==> src/hdl/soft_knee_compressor_defines.svh <==
// Assertion macros used by the compressor datapath.
// Uses the clk_i / rst_ni names of the including module.
`ifndef SOFT_KNEE_COMPRESSOR_DEFINES_SVH
`define SOFT_KNEE_COMPRESSOR_DEFINES_SVH

// Property checked on every clock edge outside reset.
`define SKC_ASSERT(name, prop, msg) \
  name: assert property (@(posedge clk_i) disable iff (!rst_ni) prop) \
    else $error(msg);

// Condition in one cycle implies an outcome in the next.
`define SKC_ASSERT_NEXT(name, cond, nxt, msg) \
  `SKC_ASSERT(name, (cond) |=> (nxt), msg)

`endif

==> src/hdl/skc_pkg.sv <==
// Shared types, constants and lookup tables for the soft-knee compressor.
// No dependencies; imported by the interface, datapath, controller and top-level files.
`default_nettype none

package skc_pkg;

  localparam int LANES      = 8;
  localparam int LANE_W     = 3;
  localparam int CFG_IDX_W  = 4;
  localparam int CFG_DATA_W = 32;
  localparam int RED_W      = 15;
  localparam int RED_MAX    = 32767;
  localparam int LVL_W      = 18;

  localparam logic signed [LVL_W-1:0] SILENCE_DB  = -18'sd30720;
  localparam logic [18:0]             DB_PER_LOG2 = 19'd394566;
  localparam logic [13:0]             LOG2_PER_DB = 14'd10885;

  typedef enum logic [CFG_IDX_W-1:0] {
    CFG_THRESHOLD = 4'd0,
    CFG_KNEE      = 4'd1,
    CFG_INV_RATIO = 4'd2,
    CFG_ATTACK    = 4'd3,
    CFG_RELEASE   = 4'd4,
    CFG_MAKEUP    = 4'd5,
    CFG_CHANNELS  = 4'd6,
    CFG_ENABLE    = 4'd7
  } skc_cfg_idx_e;

  typedef struct packed {
    logic signed [15:0] threshold;
    logic [12:0]        knee;
    logic [16:0]        inv_ratio;
    logic [15:0]        attack;
    logic [15:0]        rel_coef;
    logic [15:0]        makeup;
    logic [3:0]         chan_cnt;
    logic               enable;
  } skc_cfg_t;

  typedef enum logic [4:0] {
    ST_IDLE, ST_DET, ST_ENV1, ST_ENV2, ST_NINIT, ST_NORM, ST_LOG1, ST_LOG2,
    ST_LOG3, ST_GR, ST_SQ, ST_CSQ, ST_DIV, ST_RED, ST_EXP1, ST_EXP2, ST_EXP3,
    ST_EXP4, ST_LMUL, ST_LACC, ST_PASS, ST_DONE
  } skc_state_e;

  typedef enum logic [4:0] {
    CMD_NONE, CMD_LOAD, CMD_DET, CMD_ENV1, CMD_ENV2, CMD_NINIT, CMD_SILENT,
    CMD_NORM, CMD_LOG1, CMD_LOG2, CMD_LOG3, CMD_GR, CMD_SQ, CMD_CSQ, CMD_DIV,
    CMD_RED, CMD_EXP1, CMD_EXP2, CMD_EXP3, CMD_EXP4, CMD_LMUL, CMD_LACC,
    CMD_PASS, CMD_PUSH
  } skc_cmd_e;

  typedef struct packed {
    skc_cmd_e cmd;
  } skc_ctrl_t;

  typedef struct packed {
    logic env_zero;
    logic norm_done;
    logic knee;
    logic div_last;
    logic lane_last;
    logic out_free;
  } skc_stat_t;

  // log2(1 + i/16) in Q16
  function automatic logic [16:0] log2_tab(input logic [4:0] i);
    logic [16:0] y;
    unique case (i)
      5'd0:    y = 17'd0;
      5'd1:    y = 17'd5732;
      5'd2:    y = 17'd11136;
      5'd3:    y = 17'd16248;
      5'd4:    y = 17'd21098;
      5'd5:    y = 17'd25711;
      5'd6:    y = 17'd30109;
      5'd7:    y = 17'd34312;
      5'd8:    y = 17'd38336;
      5'd9:    y = 17'd42196;
      5'd10:   y = 17'd45904;
      5'd11:   y = 17'd49472;
      5'd12:   y = 17'd52911;
      5'd13:   y = 17'd56229;
      5'd14:   y = 17'd59434;
      5'd15:   y = 17'd62534;
      5'd16:   y = 17'd65536;
      default: y = 17'd0;
    endcase
    return y;
  endfunction

  // 2^(-i/16) in Q16
  function automatic logic [16:0] exp2_tab(input logic [4:0] i);
    logic [16:0] y;
    unique case (i)
      5'd0:    y = 17'd65536;
      5'd1:    y = 17'd62757;
      5'd2:    y = 17'd60097;
      5'd3:    y = 17'd57549;
      5'd4:    y = 17'd55109;
      5'd5:    y = 17'd52773;
      5'd6:    y = 17'd50535;
      5'd7:    y = 17'd48393;
      5'd8:    y = 17'd46341;
      5'd9:    y = 17'd44376;
      5'd10:   y = 17'd42495;
      5'd11:   y = 17'd40693;
      5'd12:   y = 17'd38968;
      5'd13:   y = 17'd37316;
      5'd14:   y = 17'd35734;
      5'd15:   y = 17'd34219;
      5'd16:   y = 17'd32768;
      default: y = 17'd0;
    endcase
    return y;
  endfunction

endpackage

`default_nettype wire

==> src/hdl/skc_controller.sv <==
// Sequencer for the compressor datapath: one frame at a time through its steps.
// Depends on skc_pkg for state, command and status types.
`default_nettype none

module skc_controller import skc_pkg::*; (
  input  logic      clk_i,
  input  logic      rst_ni,
  input  logic      in_valid_i,
  output logic      in_ready_o,
  input  logic      enable_i,
  input  skc_stat_t stat_i,
  output skc_ctrl_t ctrl_o
);

  skc_state_e state_q, state_d;

  always_comb begin
    state_d = state_q;
    unique case (state_q)
      ST_IDLE:  if (in_valid_i) state_d = enable_i ? ST_DET : ST_PASS;
      ST_DET:   state_d = ST_ENV1;
      ST_ENV1:  state_d = ST_ENV2;
      ST_ENV2:  state_d = ST_NINIT;
      ST_NINIT: state_d = stat_i.env_zero ? ST_GR : ST_NORM;
      ST_NORM:  if (stat_i.norm_done) state_d = ST_LOG1;
      ST_LOG1:  state_d = ST_LOG2;
      ST_LOG2:  state_d = ST_LOG3;
      ST_LOG3:  state_d = ST_GR;
      ST_GR:    state_d = ST_SQ;
      ST_SQ:    state_d = stat_i.knee ? ST_CSQ : ST_RED;
      ST_CSQ:   state_d = ST_DIV;
      ST_DIV:   if (stat_i.div_last) state_d = ST_RED;
      ST_RED:   state_d = ST_EXP1;
      ST_EXP1:  state_d = ST_EXP2;
      ST_EXP2:  state_d = ST_EXP3;
      ST_EXP3:  state_d = ST_EXP4;
      ST_EXP4:  state_d = ST_LMUL;
      ST_LMUL:  state_d = ST_LACC;
      ST_LACC:  state_d = stat_i.lane_last ? ST_DONE : ST_LMUL;
      ST_PASS:  state_d = ST_DONE;
      ST_DONE:  if (stat_i.out_free) state_d = ST_IDLE;
      default:  state_d = ST_IDLE;
    endcase
  end

  always_comb begin
    in_ready_o = 1'b0;
    ctrl_o.cmd = CMD_NONE;
    unique case (state_q)
      ST_IDLE: begin
        in_ready_o = 1'b1;
        if (in_valid_i) ctrl_o.cmd = CMD_LOAD;
      end
      ST_DET:   ctrl_o.cmd = CMD_DET;
      ST_ENV1:  ctrl_o.cmd = CMD_ENV1;
      ST_ENV2:  ctrl_o.cmd = CMD_ENV2;
      ST_NINIT: ctrl_o.cmd = stat_i.env_zero ? CMD_SILENT : CMD_NINIT;
      ST_NORM:  ctrl_o.cmd = CMD_NORM;
      ST_LOG1:  ctrl_o.cmd = CMD_LOG1;
      ST_LOG2:  ctrl_o.cmd = CMD_LOG2;
      ST_LOG3:  ctrl_o.cmd = CMD_LOG3;
      ST_GR:    ctrl_o.cmd = CMD_GR;
      ST_SQ:    ctrl_o.cmd = CMD_SQ;
      ST_CSQ:   ctrl_o.cmd = CMD_CSQ;
      ST_DIV:   ctrl_o.cmd = CMD_DIV;
      ST_RED:   ctrl_o.cmd = CMD_RED;
      ST_EXP1:  ctrl_o.cmd = CMD_EXP1;
      ST_EXP2:  ctrl_o.cmd = CMD_EXP2;
      ST_EXP3:  ctrl_o.cmd = CMD_EXP3;
      ST_EXP4:  ctrl_o.cmd = CMD_EXP4;
      ST_LMUL:  ctrl_o.cmd = CMD_LMUL;
      ST_LACC:  ctrl_o.cmd = CMD_LACC;
      ST_PASS:  ctrl_o.cmd = CMD_PASS;
      ST_DONE:  if (stat_i.out_free) ctrl_o.cmd = CMD_PUSH;
      default:  ctrl_o.cmd = CMD_NONE;
    endcase
  end

  always_ff @(posedge clk_i or negedge rst_ni) begin
    if (!rst_ni) begin
      state_q <= ST_IDLE;
    end else begin
      state_q <= state_d;
    end
  end

endmodule

`default_nettype wire

==> config.mk <==
export PLATFORM = sky130hd
export DESIGN_NAME = skc_controller
export DESIGN_NICKNAME = d
export VERILOG_FILES = /design/src/hdl/soft_knee_compressor_defines.svh /design/src/hdl/skc_pkg.sv /design/src/hdl/skc_controller.sv
export SDC_FILE = /design/constraint.sdc
export NUM_CORES = 1
export LEC_CHECK = 0
export ABC_AREA = 1
export ABC_CLOCK_PERIOD_IN_PS = 1900
export BUFFER_PORTS_ARGS = -buffer_cell sky130_fd_sc_hd__buf_2
export CAP_MARGIN = 5
export CORE_MARGIN = 10
export CORE_UTILIZATION = 52
export DETAILED_ROUTE_END_ITERATION = 7
export PLACE_DENSITY = 0.77
export SETUP_SLACK_MARGIN = 0.02
export SLEW_MARGIN = 20
export SYNTH_ARGS = -nofsm -noshare
export SYNTH_HDL_FRONTEND = slang
export SYNTH_SLANG_ARGS = --single-unit
==> constraint.sdc <==
create_clock -name clk_i -period 1.9 [get_ports clk_i]
set_clock_uncertainty 0.1 [all_clocks]
set_input_delay 0.19 -clock clk_i [delete_from_list [all_inputs] [get_ports clk_i]]
set_output_delay 0.19 -clock clk_i [all_outputs]
set_load 0.05 [all_outputs]
==> impl_metrics.py, run 1 <==
metrics = {
    "sta": {
        "timing.final.ws_setup_ns": -0.08546,
        "final_max_slew_viol_count": 0,
        "tns_ns": -0.08546,
        "transition_time_at_the_pin_with_the_least_slew_margin_ns": 0.2401,
        "setup_viol_count_final": 1,
        "final-hold-violation-count": 0,
        "max-slew-margin-rel_pct": 83.94,
        "grt_setup_unrepaired": "yes",
        "clock.fmax_mhz": 503.7,
        "timing.final.crit_share_pct": 104.5,
        "finalWorstPathRequiredPeriod_ns": 1.985,
    },
    "finish": {
        "area_growth_syn_to_layout_pct": 46.85,
        "max_flop_register": "state_q",
        "largest_register_ff_count": 5,
        "count_of_inserted_antenna_diode_cells": 0,
        "filler_cell_count": 97,
        "post-route-cell-area_um2": 1051,
        "final_nets": 178,
        "layout_top_registers": "state_q (5)",
        "post_route_cells_drive_above_1_share_pct": 40.12,
    },
    "pwr": {
        "power_density_nw_per_um2": 2134,
        "p_leak_nw": 0.5773,
        "design_power_total_mw": 2.243,
        "vdd.ir_drop.worst_uv": 1327,
    },
    "status": {
        "failed_checks": "setup timing",
        "outcome": "finished with violations",
    },
    "critical_path": {
        "crit_path_max_fanout": 6,
        "setup.reg_to_reg.worst_slack_ns": 0.23,
        "timing.rr.start": "state_q[3]$_DFFE_PN0P_",
        "worst-setup-path-type": "flip-flop to output pin",
        "critical_path_arrival_ns": 1.70,
        "r2r.worst_path.cells": 8,
        "crit_start_category": "flip-flop",
        "timing.rr.end": "state_q[2]$_DFFE_PN0P_",
        "critical_path.endpoint_type": "output pin",
        "critPathRequiredTime_ns": 1.61,
    },
    "floorplan": {
        "initial_utilization_pct": 55.00,
        "num_rows": 13,
        "chipWidth_um": 57.10,
        "ioPinCount": 16,
        "die_h_um": 57.10,
        "die_outline_area_um2": 3260,
        "core-area_um2": 1301,
    },
    "placement": {
        "input_output_buffers": 15,
        "place.detailed.hpwl_mm": 1.917,
        "place_congestion": 0.9525,
        "placed_cell_area_um2": 850.8,
    },
    "clocking": {
        "clock_sinks": 5,
        "clkLatencyLatePin_ns": 0.24,
        "clock_tree.htree_level_count": 1,
        "clkSlewWorstSetupHoldPaths_ns": 0.04,
        "numCtsBuffers": 3,
        "cts_tree": "built",
        "cts_root_buf": "sky130_fd_sc_hd__clkbuf_4",
        "cts.path.max_buffers": 2,
    },
    "detailed_routing": {
        "wirelength_mm": 2.669,
        "drt_iter0_markers": 54,
        "wl_per_cell_um": 14.66,
        "drcViolationCount": 0,
        "detailedRoute.firstPassIterationCount": 4,
        "drt-vias-per-instance": 5.698,
        "route.antenna.remaining_nets": 0,
        "num_vias": 1037,
    },
    "logic_synthesis": {
        "syn_area_per_cell_um2": 5.381,
        "synth_cell_type_count": 20,
        "synthCells": 133,
        "synth.ff_latch_count": 5,
        "yosysWarningCount": 0,
        "number_of_nets_in_the_synthesized_netlist": 143,
        "synth-seq-area-share_pct": 17.48,
        "syn-cell-area_um2": 715.7,
    },
    "global_routing": {
        "antenna_found_initial": 0,
        "groute.usage.overall_pct": 14.59,
        "via_count_of_the_first_global_routing_pass": 924,
        "grt_first_pass_wirelength_mm": 3.981,
        "largest_net_degree_at_the_start_of_global_routing": 10,
        "overflow": 0,
    },
    "worst_hold_path": {
        "min-delay-path-class": "primary input to async pin",
    },
    "job": {
        "timing.max_cap.violations": 0,
    },
}
worst max path at each step:
stage	startpoint	end	slack (ns)	cells past startpoint
global placement	state_q[3]$_DFFE_PN0P_	ctrl_o[0]	0.14	8
finish	state_q[3]$_DFFE_PN0P_	ctrl_o[0]	-0.09	8
global route	state_q[3]$_DFFE_PN0P_	ctrl_o[0]	-0.13	8
detailed placement	state_q[3]$_DFFE_PN0P_	ctrl_o[0]	0.1	8
CTS	state_q[1]$_DFFE_PN0P_	ctrl_o[0]	0.01	9
floorplan	state_q[3]$_DFFE_PN0P_	ctrl_o[0]	0.04	5
synthesized netlist by cell type:
master,instances,area share [%]
sky130_fd_sc_hd__nand2_1,33,17
sky130_fd_sc_hd__nor2_1,29,15
sky130_fd_sc_hd__inv_1,14,7.3
sky130_fd_sc_hd__nand3_1,12,8.4
sky130_fd_sc_hd__a21oi_1,6,4.2
sky130_fd_sc_hd__inv_2,6,3.1
sky130_fd_sc_hd__dfrtp_1,5,17
sky130_fd_sc_hd__o21ai_0,5,3.5
sky130_fd_sc_hd__nand4_1,4,3.5
sky130_fd_sc_hd__nand2_2,3,2.6
sky130_fd_sc_hd__nor2_2,3,2.6
sky130_fd_sc_hd__a21oi_2,2,2.4
sky130_fd_sc_hd__nand3_2,2,2.8
sky130_fd_sc_hd__nor3_1,2,1.4
sky130_fd_sc_hd__o211ai_1,2,2.1
sky130_fd_sc_hd__nor2_4,1,1.6
sky130_fd_sc_hd__nor3_2,1,1.4
sky130_fd_sc_hd__nor3b_1,1,1.0
sky130_fd_sc_hd__o21ai_1,1,0.70
sky130_fd_sc_hd__o21ai_2,1,1.2
metrics by stage:
step	utilization [%]	worst slack, ns	cells	hold WS [ns]
after floorplan	-	0.03515	133	-0.2056
after global placement	65.38	0.1403	168	-0.09596
after detailed placement	65.38	0.09663	168	-0.08989
after CTS	71.83	0.01223	175	0.1889
after global routing	80.77	-0.1262	182	0.1969
final	80.77	-0.08546	182	0.1875
metal layers:
layer  routed length (µm)  GRT usage (%)  part of all wire (%)
met5                    0              0                     0
met4                   57          4.698                   2.1
met3                  268          4.204                    10
met2                 1294          24.19                    48
met1                 1048          17.54                    39
kinds of logic after synthesis:
kind of cell	after synthesis	share of synthesized area, %
AO/OA/AOI/OAI	17	14.16
buffers and inverters	20	10.49
flip-flops	5	17.48
AND/OR/NAND/NOR	91	57.87
worst max-delay path, cell delays in order, from the launching register on:
cell and delay, ns:
sky130_fd_sc_hd__dfrtp_2 0.48, sky130_fd_sc_hd__nor2_4 0.16, sky130_fd_sc_hd__nand2_1 0.12, sky130_fd_sc_hd__nor2_1 0.22, sky130_fd_sc_hd__nor2_1 0.10, sky130_fd_sc_hd__nand2_1 0.09
sky130_fd_sc_hd__nor2_1 0.04, sky130_fd_sc_hd__nand2_1 0.07, sky130_fd_sc_hd__buf_6 0.16
placed cells by master, fill, tap and decap left out:
master	count
sky130_fd_sc_hd__nand4_1	4
sky130_fd_sc_hd__nand3_2	2
sky130_fd_sc_hd__nand2_4	1
sky130_fd_sc_hd__nor2_4	4
sky130_fd_sc_hd__nor2_1	25
sky130_fd_sc_hd__nand2_1	32
sky130_fd_sc_hd__clkbuf_1	1
sky130_fd_sc_hd__o21ai_1	2
sky130_fd_sc_hd__nand2_2	3
sky130_fd_sc_hd__nor2_2	4
sky130_fd_sc_hd__o21ai_0	4
sky130_fd_sc_hd__nor3_2	1
sky130_fd_sc_hd__nor3_4	1
sky130_fd_sc_hd__o21ai_2	1
sky130_fd_sc_hd__o211ai_1	2
sky130_fd_sc_hd__buf_6	6
sky130_fd_sc_hd__nor3_1	1
sky130_fd_sc_hd__dlygate4sd3_1	1
sky130_fd_sc_hd__nor3b_1	1
sky130_fd_sc_hd__inv_2	10
sky130_fd_sc_hd__buf_4	13
sky130_fd_sc_hd__clkbuf_4	3
sky130_fd_sc_hd__clkinvlp_4	1
sky130_fd_sc_hd__dfrtp_2	4
sky130_fd_sc_hd__buf_2	10
sky130_fd_sc_hd__a21oi_1	6
sky130_fd_sc_hd__dfrtp_1	1
sky130_fd_sc_hd__inv_1	9
sky130_fd_sc_hd__a21oi_2	2
sky130_fd_sc_hd__nand3_1	11
sky130_fd_sc_hd__nand3_4	1
layout make-up:
cell class / instances / area (µm²) / area share [%]
Multi-Input combinational cell: 108 / 571.8 / 54.40
Timing Repair Buffer: 30 / 225.2 / 21.43
Sequential cell: 5 / 130.1 / 12.38
Inverter: 20 / 78.83 / 7.500
Clock buffer: 4 / 26.28 / 2.500
Tap cell: 15 / 18.77 / 1.786
power breakdown:
part | internal (mW) | switching (mW)
combinational | 0.681 | 1.17
clock | 0.0794 | 0.0439
sequential | 0.164 | 0.102
timing repair:
item                                    CTS  global route
endpoints found under the setup margin    4             5
resized for setup                        13            22
hold endpoints to repair                  5             0
pin swaps                                 0             6
setup buffers                             2             7
hold buffers                              1             0
(Power assumes the default switching activity.)
==> run 2, diff against run 1 <==
--- a/config.mk
+++ b/config.mk
@@ -13,6 +13,7 @@
 export CORE_UTILIZATION = 52
 export DETAILED_ROUTE_END_ITERATION = 7
 export PLACE_DENSITY = 0.77
+export RECOVER_POWER = 50
 export SETUP_SLACK_MARGIN = 0.02
 export SLEW_MARGIN = 20
 export SYNTH_ARGS = -nofsm -noshare
==> run 2 against run 1 <==
The flow still finishes with violations (setup timing). Maximum frequency did not move. Critical path depth did not move. Utilization fell by 0.096 points. Sequential power barely moved. First-iteration DRC count did not move. Clock power barely moved. Register-to-register slack barely moved. Hold slack improved by 0.010 ns. Non-clock buffer count did not move. Total power barely moved. Critical path type unchanged. Largest cell class unchanged.
==> impl_metrics.py, run 2 (synthesis gave the netlist of run 1 again) <==
metrics = {
    "sta": {
        "finalWorstPathRequiredPeriod_ns": 1.985,
        "worst_hold_slack_ns": 0.1979,
        "transition_time_at_the_pin_with_the_least_slew_margin_ns": 0.2772,
        "grt_setup_unrepaired": "yes",
        "clock.fmax_mhz": 503.7,
        "timing.final.ws_setup_ns": -0.08546,
        "timing.final.crit_share_pct": 104.5,
        "max-slew-margin-rel_pct": 81.52,
        "final_max_slew_viol_count": 0,
        "setup_viol_count_final": 1,
        "final-hold-violation-count": 0,
    },
    "placement": {
        "place_congestion": 0.9525,
        "place.detailed.hpwl_mm": 1.917,
        "input_output_buffers": 15,
    },
    "finish": {
        "final_nets": 178,
        "post_route_cells_drive_above_1_share_pct": 39.52,
        "layout.core_utilization_pct": 80.67,
        "layout_common_cells": "sky130_fd_sc_hd__nand2_1, sky130_fd_sc_hd__nor2_1, sky130_fd_sc_hd__buf_4",
        "layout_top_registers": "state_q (5)",
        "filler_cell_count": 98,
        "commonest_non_fill_non_tap_cell_in_the_layout": "sky130_fd_sc_hd__nand2_1",
        "largest_register_ff_count": 5,
        "area_growth_syn_to_layout_pct": 46.68,
        "max_flop_register": "state_q",
        "count_of_inserted_antenna_diode_cells": 0,
    },
    "critical_path": {
        "critical_path.endpoint_type": "output pin",
        "slowest_delay_ns": 0.48,
        "crit_start_category": "flip-flop",
        "cp.buffers_inverters": 1,
        "worst-setup-path-type": "flip-flop to output pin",
        "cp_cell_sequence": "nor2_4, nand2_1, nor2_1, nor2_1, nand2_1, nor2_1, nand2_1, buf_6",
        "cp_slowest_cell": "sky130_fd_sc_hd__dfrtp_2",
        "critPathTopFamily": "simple AND/OR/NAND/NOR gates",
        "critical_path_arrival_ns": 1.70,
        "critPathRequiredTime_ns": 1.61,
        "setup.reg_to_reg.worst_slack_ns": 0.23,
        "crit_path_max_fanout": 6,
    },
    "pwr": {
        "power_density_nw_per_um2": 2136,
        "p_leak_nw": 0.5745,
        "total_switching_power_mw": 1.318,
        "switching_share_pct": 58.78,
        "power.share.sequential_pct": 11.9,
        "share_clk_of_total_power_pct": 5.5,
        "comb_power_share_pct": 82.6,
        "vdd.ir_drop.worst_uv": 1327,
        "p_int_mw": 0.9243,
    },
    "global_routing": {
        "grt_first_pass_wirelength_mm": 3.981,
        "largest_net_degree_at_the_start_of_global_routing": 10,
        "overflow": 0,
        "antenna_found_initial": 0,
        "groute.layer.met3.usage_pct": 4.204,
        "grt_use_met2_pct": 24.19,
        "busiest_grt_layer": "met2",
        "via_count_of_the_first_global_routing_pass": 924,
        "met1_usage_pct": 17.54,
        "groute.usage.overall_pct": 14.59,
    },
    "clocking": {
        "clkSlewWorstSetupHoldPaths_ns": 0.04,
        "cts_tree": "built",
        "clock_tree.htree_level_count": 1,
        "cts_root_buf": "sky130_fd_sc_hd__clkbuf_4",
        "clock_sinks": 5,
        "clkLatencyLatePin_ns": 0.24,
        "cts.path.max_buffers": 2,
        "numCtsBuffers": 3,
    },
    "worst_hold_path": {
        "min-delay-path-class": "primary input to flip-flop",
    },
    "detailed_routing": {
        "wl_per_cell_um": 14.66,
        "route.antenna.remaining_nets": 0,
        "num_vias": 1037,
        "detailedRoute.firstPassIterationCount": 4,
        "drt-vias-per-instance": 5.698,
        "wirelength_mm": 2.668,
        "drt_iter0_markers": 54,
        "drcViolationCount": 0,
    },
    "job": {
        "timing.max_cap.violations": 0,
    },
    "floorplan": {
        "initial_utilization_pct": 55.00,
        "die_h_um": 57.10,
        "chipWidth_um": 57.10,
        "ioPinCount": 16,
        "num_rows": 13,
        "core-area_um2": 1301,
        "die_outline_area_um2": 3260,
    },
    "status": {
        "outcome": "finished with violations",
        "failed_checks": "setup timing",
    },
}
run 2: cell types whose count changed in the layout (fill, tap and decap cells not counted):
cell	previous run	this run
sky130_fd_sc_hd__clkbuf_1	1	2
sky130_fd_sc_hd__buf_2	10	9
run 2: final cells by class:
type | instances | area, µm² | share of cell area [%]
tap | 15 | 18.77 | 1.788
inverter | 20 | 78.83 | 7.509
multi-input combinational | 108 | 571.8 | 54.47
sequential | 5 | 130.1 | 12.40
clock buffer | 4 | 26.28 | 2.503
timing repair buffer | 30 | 224.0 | 21.33
run 2: power by group through the flow:
stage	Combinational [mW]	Clock [mW]	Sequential (mW)
after floorplan	1.06	0	0.227
after detailed placement	1.43	0	0.235
final	1.85	0.123	0.266
after CTS	1.57	0.123	0.257
after global placement	1.43	0	0.230
after global routing	1.98	0.139	0.275
run 2: worst paths after layout:
path / depth (start not counted) / from / to
hold reg to reg: 2 / state_q[0]$_DFFE_PN0P_ / state_q[0]$_DFFE_PN0P_
min in group asynchronous: 2 / rst_ni / state_q[4]$_DFFE_PN0P_
hold / removal: 5 / stat_i[3] / state_q[1]$_DFFE_PN0P_
max in group asynchronous: 2 / rst_ni / state_q[3]$_DFFE_PN0P_
setup reg to reg: 8 / state_q[3]$_DFFE_PN0P_ / state_q[2]$_DFFE_PN0P_
setup / recovery: 8 / state_q[3]$_DFFE_PN0P_ / ctrl_o[0]
run 2: repair_timing:
action                                  CTS  global route
pin swaps                                 0             6
resized for setup                        13            22
hold buffers                              1             0
buffers inserted                          2             7
endpoints found under the setup margin    4             5
endpoints found under the hold margin     5             0
run 2: layer usage:
metal	share of wire, %	vias to the layer above
met3	10	8
met2	49	71
met5	0	-
met4	2.1	0
li1	-	500
met1	39	458
run 2: tightest hold or removal path, cell delays in order:
cell                      delay [ns]
sky130_fd_sc_hd__buf_2          0.09
sky130_fd_sc_hd__a21oi_1        0.06
sky130_fd_sc_hd__nand2_1        0.05
sky130_fd_sc_hd__nor2_1         0.04
sky130_fd_sc_hd__nor2_1         0.07
run 2: per-stage QoR:
stage	power, mW	instances	TNS [ns]	setup slack (ns)	area (µm²)
global placement	1.658	168	0	0.1403	850.8
finish	2.242	182	-0.08546	-0.08546	1050
global route	2.391	182	-0.2911	-0.1262	1050
detailed placement	1.669	168	0	0.09663	850.8
floorplan	1.288	133	0	0.03515	719.4
CTS	1.946	175	0	0.01223	934.6
==> run 3, diff against run 2 <==
--- a/config.mk
+++ b/config.mk
@@ -14,7 +14,7 @@
 export DETAILED_ROUTE_END_ITERATION = 7
 export PLACE_DENSITY = 0.77
 export RECOVER_POWER = 50
-export SETUP_SLACK_MARGIN = 0.02
+export SETUP_SLACK_MARGIN = 0.2
 export SLEW_MARGIN = 20
 export SYNTH_ARGS = -nofsm -noshare
 export SYNTH_HDL_FRONTEND = slang
==> run 3 against run 2 <==
The flow still finishes with violations (setup timing). Utilization is 4.1 points higher. Critical path depth stayed put. Setup slack better by 0.030 ns. Die area stayed put. Global-route usage is 3.1 points higher. Cell count is 1.1% higher. Largest cell class unchanged. Via count is 11% higher. Hold slack better by 0.028 ns. First-iteration DRC count is 110% higher. Clock power is 3% lower. Total power is 6.6% higher.
==> impl_metrics.py, run 3 (synthesis gave the netlist of run 1 again) <==
metrics = {
    "status": {
        "outcome": "finished with violations",
        "failed_checks": "setup timing",
    },
    "sta": {
        "grt_setup_unrepaired": "yes",
        "clock.fmax_mhz": 511.3,
        "finalWorstPathRequiredPeriod_ns": 1.956,
        "max-slew-margin-rel_pct": 81.58,
        "final_max_slew_viol_count": 0,
        "timing.final.crit_share_pct": 102.9,
        "timing.final.ws_setup_ns": -0.05581,
        "final-hold-violation-count": 0,
        "transition_time_at_the_pin_with_the_least_slew_margin_ns": 0.2763,
        "setup_viol_count_final": 3,
        "worst_hold_slack_ns": 0.2256,
    },
    "finish": {
        "seq_area_um2": 131.4,
        "commonest_non_fill_non_tap_cell_in_the_layout": "sky130_fd_sc_hd__nand2_1",
        "multiInputGateArea_um2": 593.1,
        "stdcell_count": 184,
        "layout_top_registers": "state_q (5)",
        "max_flop_register": "state_q",
        "layout_common_cells": "sky130_fd_sc_hd__nand2_1, sky130_fd_sc_hd__nor2_1, sky130_fd_sc_hd__buf_4",
        "count_of_inserted_antenna_diode_cells": 0,
        "post-route-cell-area_um2": 1104,
        "post_route_cells_drive_above_1_share_pct": 43.79,
        "final_nets": 180,
        "area_growth_syn_to_layout_pct": 54.20,
        "largest_register_ff_count": 5,
        "filler_cell_count": 83,
    },
    "critical_path": {
        "r2r.worst_path.cells": 10,
        "setup.worst_path.end": "ctrl_o[3]",
        "setup.reg_to_reg.worst_slack_ns": 0.10,
        "cp_cell_sequence": "buf_4, nand2_2, nor2_4, nand2_1, nand2_1, nor2_2, nand3_1, buf_6",
        "timing.rr.end": "state_q[4]$_DFFE_PN0P_",
        "critPathTopFamily": "simple AND/OR/NAND/NOR gates",
        "crit_path_max_fanout": 6,
        "cp_slowest_cell": "sky130_fd_sc_hd__dfrtp_2",
        "timing.critical_path.from": "state_q[2]$_DFFE_PN0P_",
        "timing.rr.start": "state_q[2]$_DFFE_PN0P_",
        "critical_path.endpoint_type": "output pin",
        "critical_path_arrival_ns": 1.67,
        "worst-setup-path-type": "flip-flop to output pin",
        "cpMostUsedCell": "sky130_fd_sc_hd__nand2_1",
        "slowest_delay_ns": 0.46,
        "cp.buffers_inverters": 2,
        "crit_start_category": "flip-flop",
        "critPathRequiredTime_ns": 1.61,
        "cp_num_cells": 8,
    },
    "floorplan": {
        "chipWidth_um": 57.10,
        "die_h_um": 57.10,
        "ioPinCount": 16,
        "die_outline_area_um2": 3260,
        "initial_utilization_pct": 55.00,
        "num_rows": 13,
        "core-area_um2": 1301,
    },
    "detailed_routing": {
        "drt_iter0_markers": 112,
        "num_vias": 1147,
        "wl_per_cell_um": 16.92,
        "wirelength_mm": 3.113,
        "detailedRoute.firstPassIterationCount": 5,
        "drt-vias-per-instance": 6.234,
        "route.antenna.remaining_nets": 0,
        "drcViolationCount": 0,
    },
    "placement": {
        "dp_cells": 169,
        "place.detailed.hpwl_mm": 1.945,
        "place_congestion": 1.001,
        "placed_cell_area_um2": 868.3,
        "input_output_buffers": 15,
        "place_ws_ns": 0.09336,
    },
    "pwr": {
        "vdd.ir_drop.worst_uv": 1418,
        "design_power_total_mw": 2.390,
        "p_leak_nw": 0.5935,
        "power_density_nw_per_um2": 2166,
    },
    "global_routing": {
        "grt_use_met2_pct": 30.23,
        "grt_first_pass_wirelength_mm": 4.899,
        "met1_usage_pct": 20.62,
        "overflow": 0,
        "via_count_of_the_first_global_routing_pass": 1095,
        "groute.usage.overall_pct": 17.68,
        "largest_net_degree_at_the_start_of_global_routing": 10,
        "antenna_found_initial": 0,
        "groute.layer.met3.usage_pct": 4.204,
        "busiest_grt_layer": "met2",
    },
    "clocking": {
        "numCtsBuffers": 3,
        "clkSlewWorstSetupHoldPaths_ns": 0.04,
        "clkLatencyLatePin_ns": 0.24,
        "clock_tree.htree_level_count": 1,
        "cts.path.max_buffers": 2,
        "cts_tree": "built",
        "clock_sinks": 5,
        "cts_root_buf": "sky130_fd_sc_hd__clkbuf_4",
    },
    "job": {
        "timing.max_cap.violations": 0,
    },
    "worst_hold_path": {
        "min-delay-path-class": "primary input to async pin",
    },
}
-- run 3: cell count changes in the layout (fill, tap and decap cells not counted), sizes merged --
| cell | before | now |
|---|---|---|
| buf | 28 | 30 |
-- run 3: metal layers --
metal,wire [µm],share of wire (%)
met4,194,6.2
met2,1456,47
met3,390,13
met1,1071,34
met5,0,0
-- run 3: how the worst min path moves through the flow --
stage	from	endpoint	slack (ns)	cells past startpoint
global route	stat_i[4]	state_q[2]$_DFFE_PN0P_	0.23	4
global placement	rst_ni	state_q[0]$_DFFE_PN0P_	-0.1	1
detailed placement	rst_ni	state_q[1]$_DFFE_PN0P_	-0.09	1
CTS	rst_ni	state_q[2]$_DFFE_PN0P_	0.19	2
floorplan	rst_ni	state_q[0]$_DFFE_PN0P_	-0.21	0
finish	rst_ni	state_q[2]$_DFFE_PN0P_	0.23	2
-- run 3: where the power goes --
group          switching, mW  internal [mW]
clock                 0.0394         0.0791
combinational           1.27          0.735
sequential             0.101          0.166
total                   1.41          0.980
-- run 3: timing repair --
action	in CTS	in global routing
hold buffers	1	0
cloned	0	0
endpoints found under the hold margin	5	0
gates resized for setup	30	11
setup buffers	7	3
pin swaps	15	6
endpoints found under the setup margin	6	10
-- run 3: through the flow --
stage / TNS, ns / util (%)
floorplan: 0 / -
global placement: 0 / 66.73
detailed placement: 0 / 66.73
CTS: 0 / 79.81
global route: -0.4135 / 84.81
finish: -0.09868 / 84.81
-- run 3: area by class of cell --
class                           instances  share of cell area (%)
Clock buffer                            4                   2.381
Inverter                               20                   7.370
Multi-Input combinational cell        108                   53.74
Sequential cell                         5                   11.90
Tap cell                               15                   1.701
Timing Repair Buffer                   32                   22.90
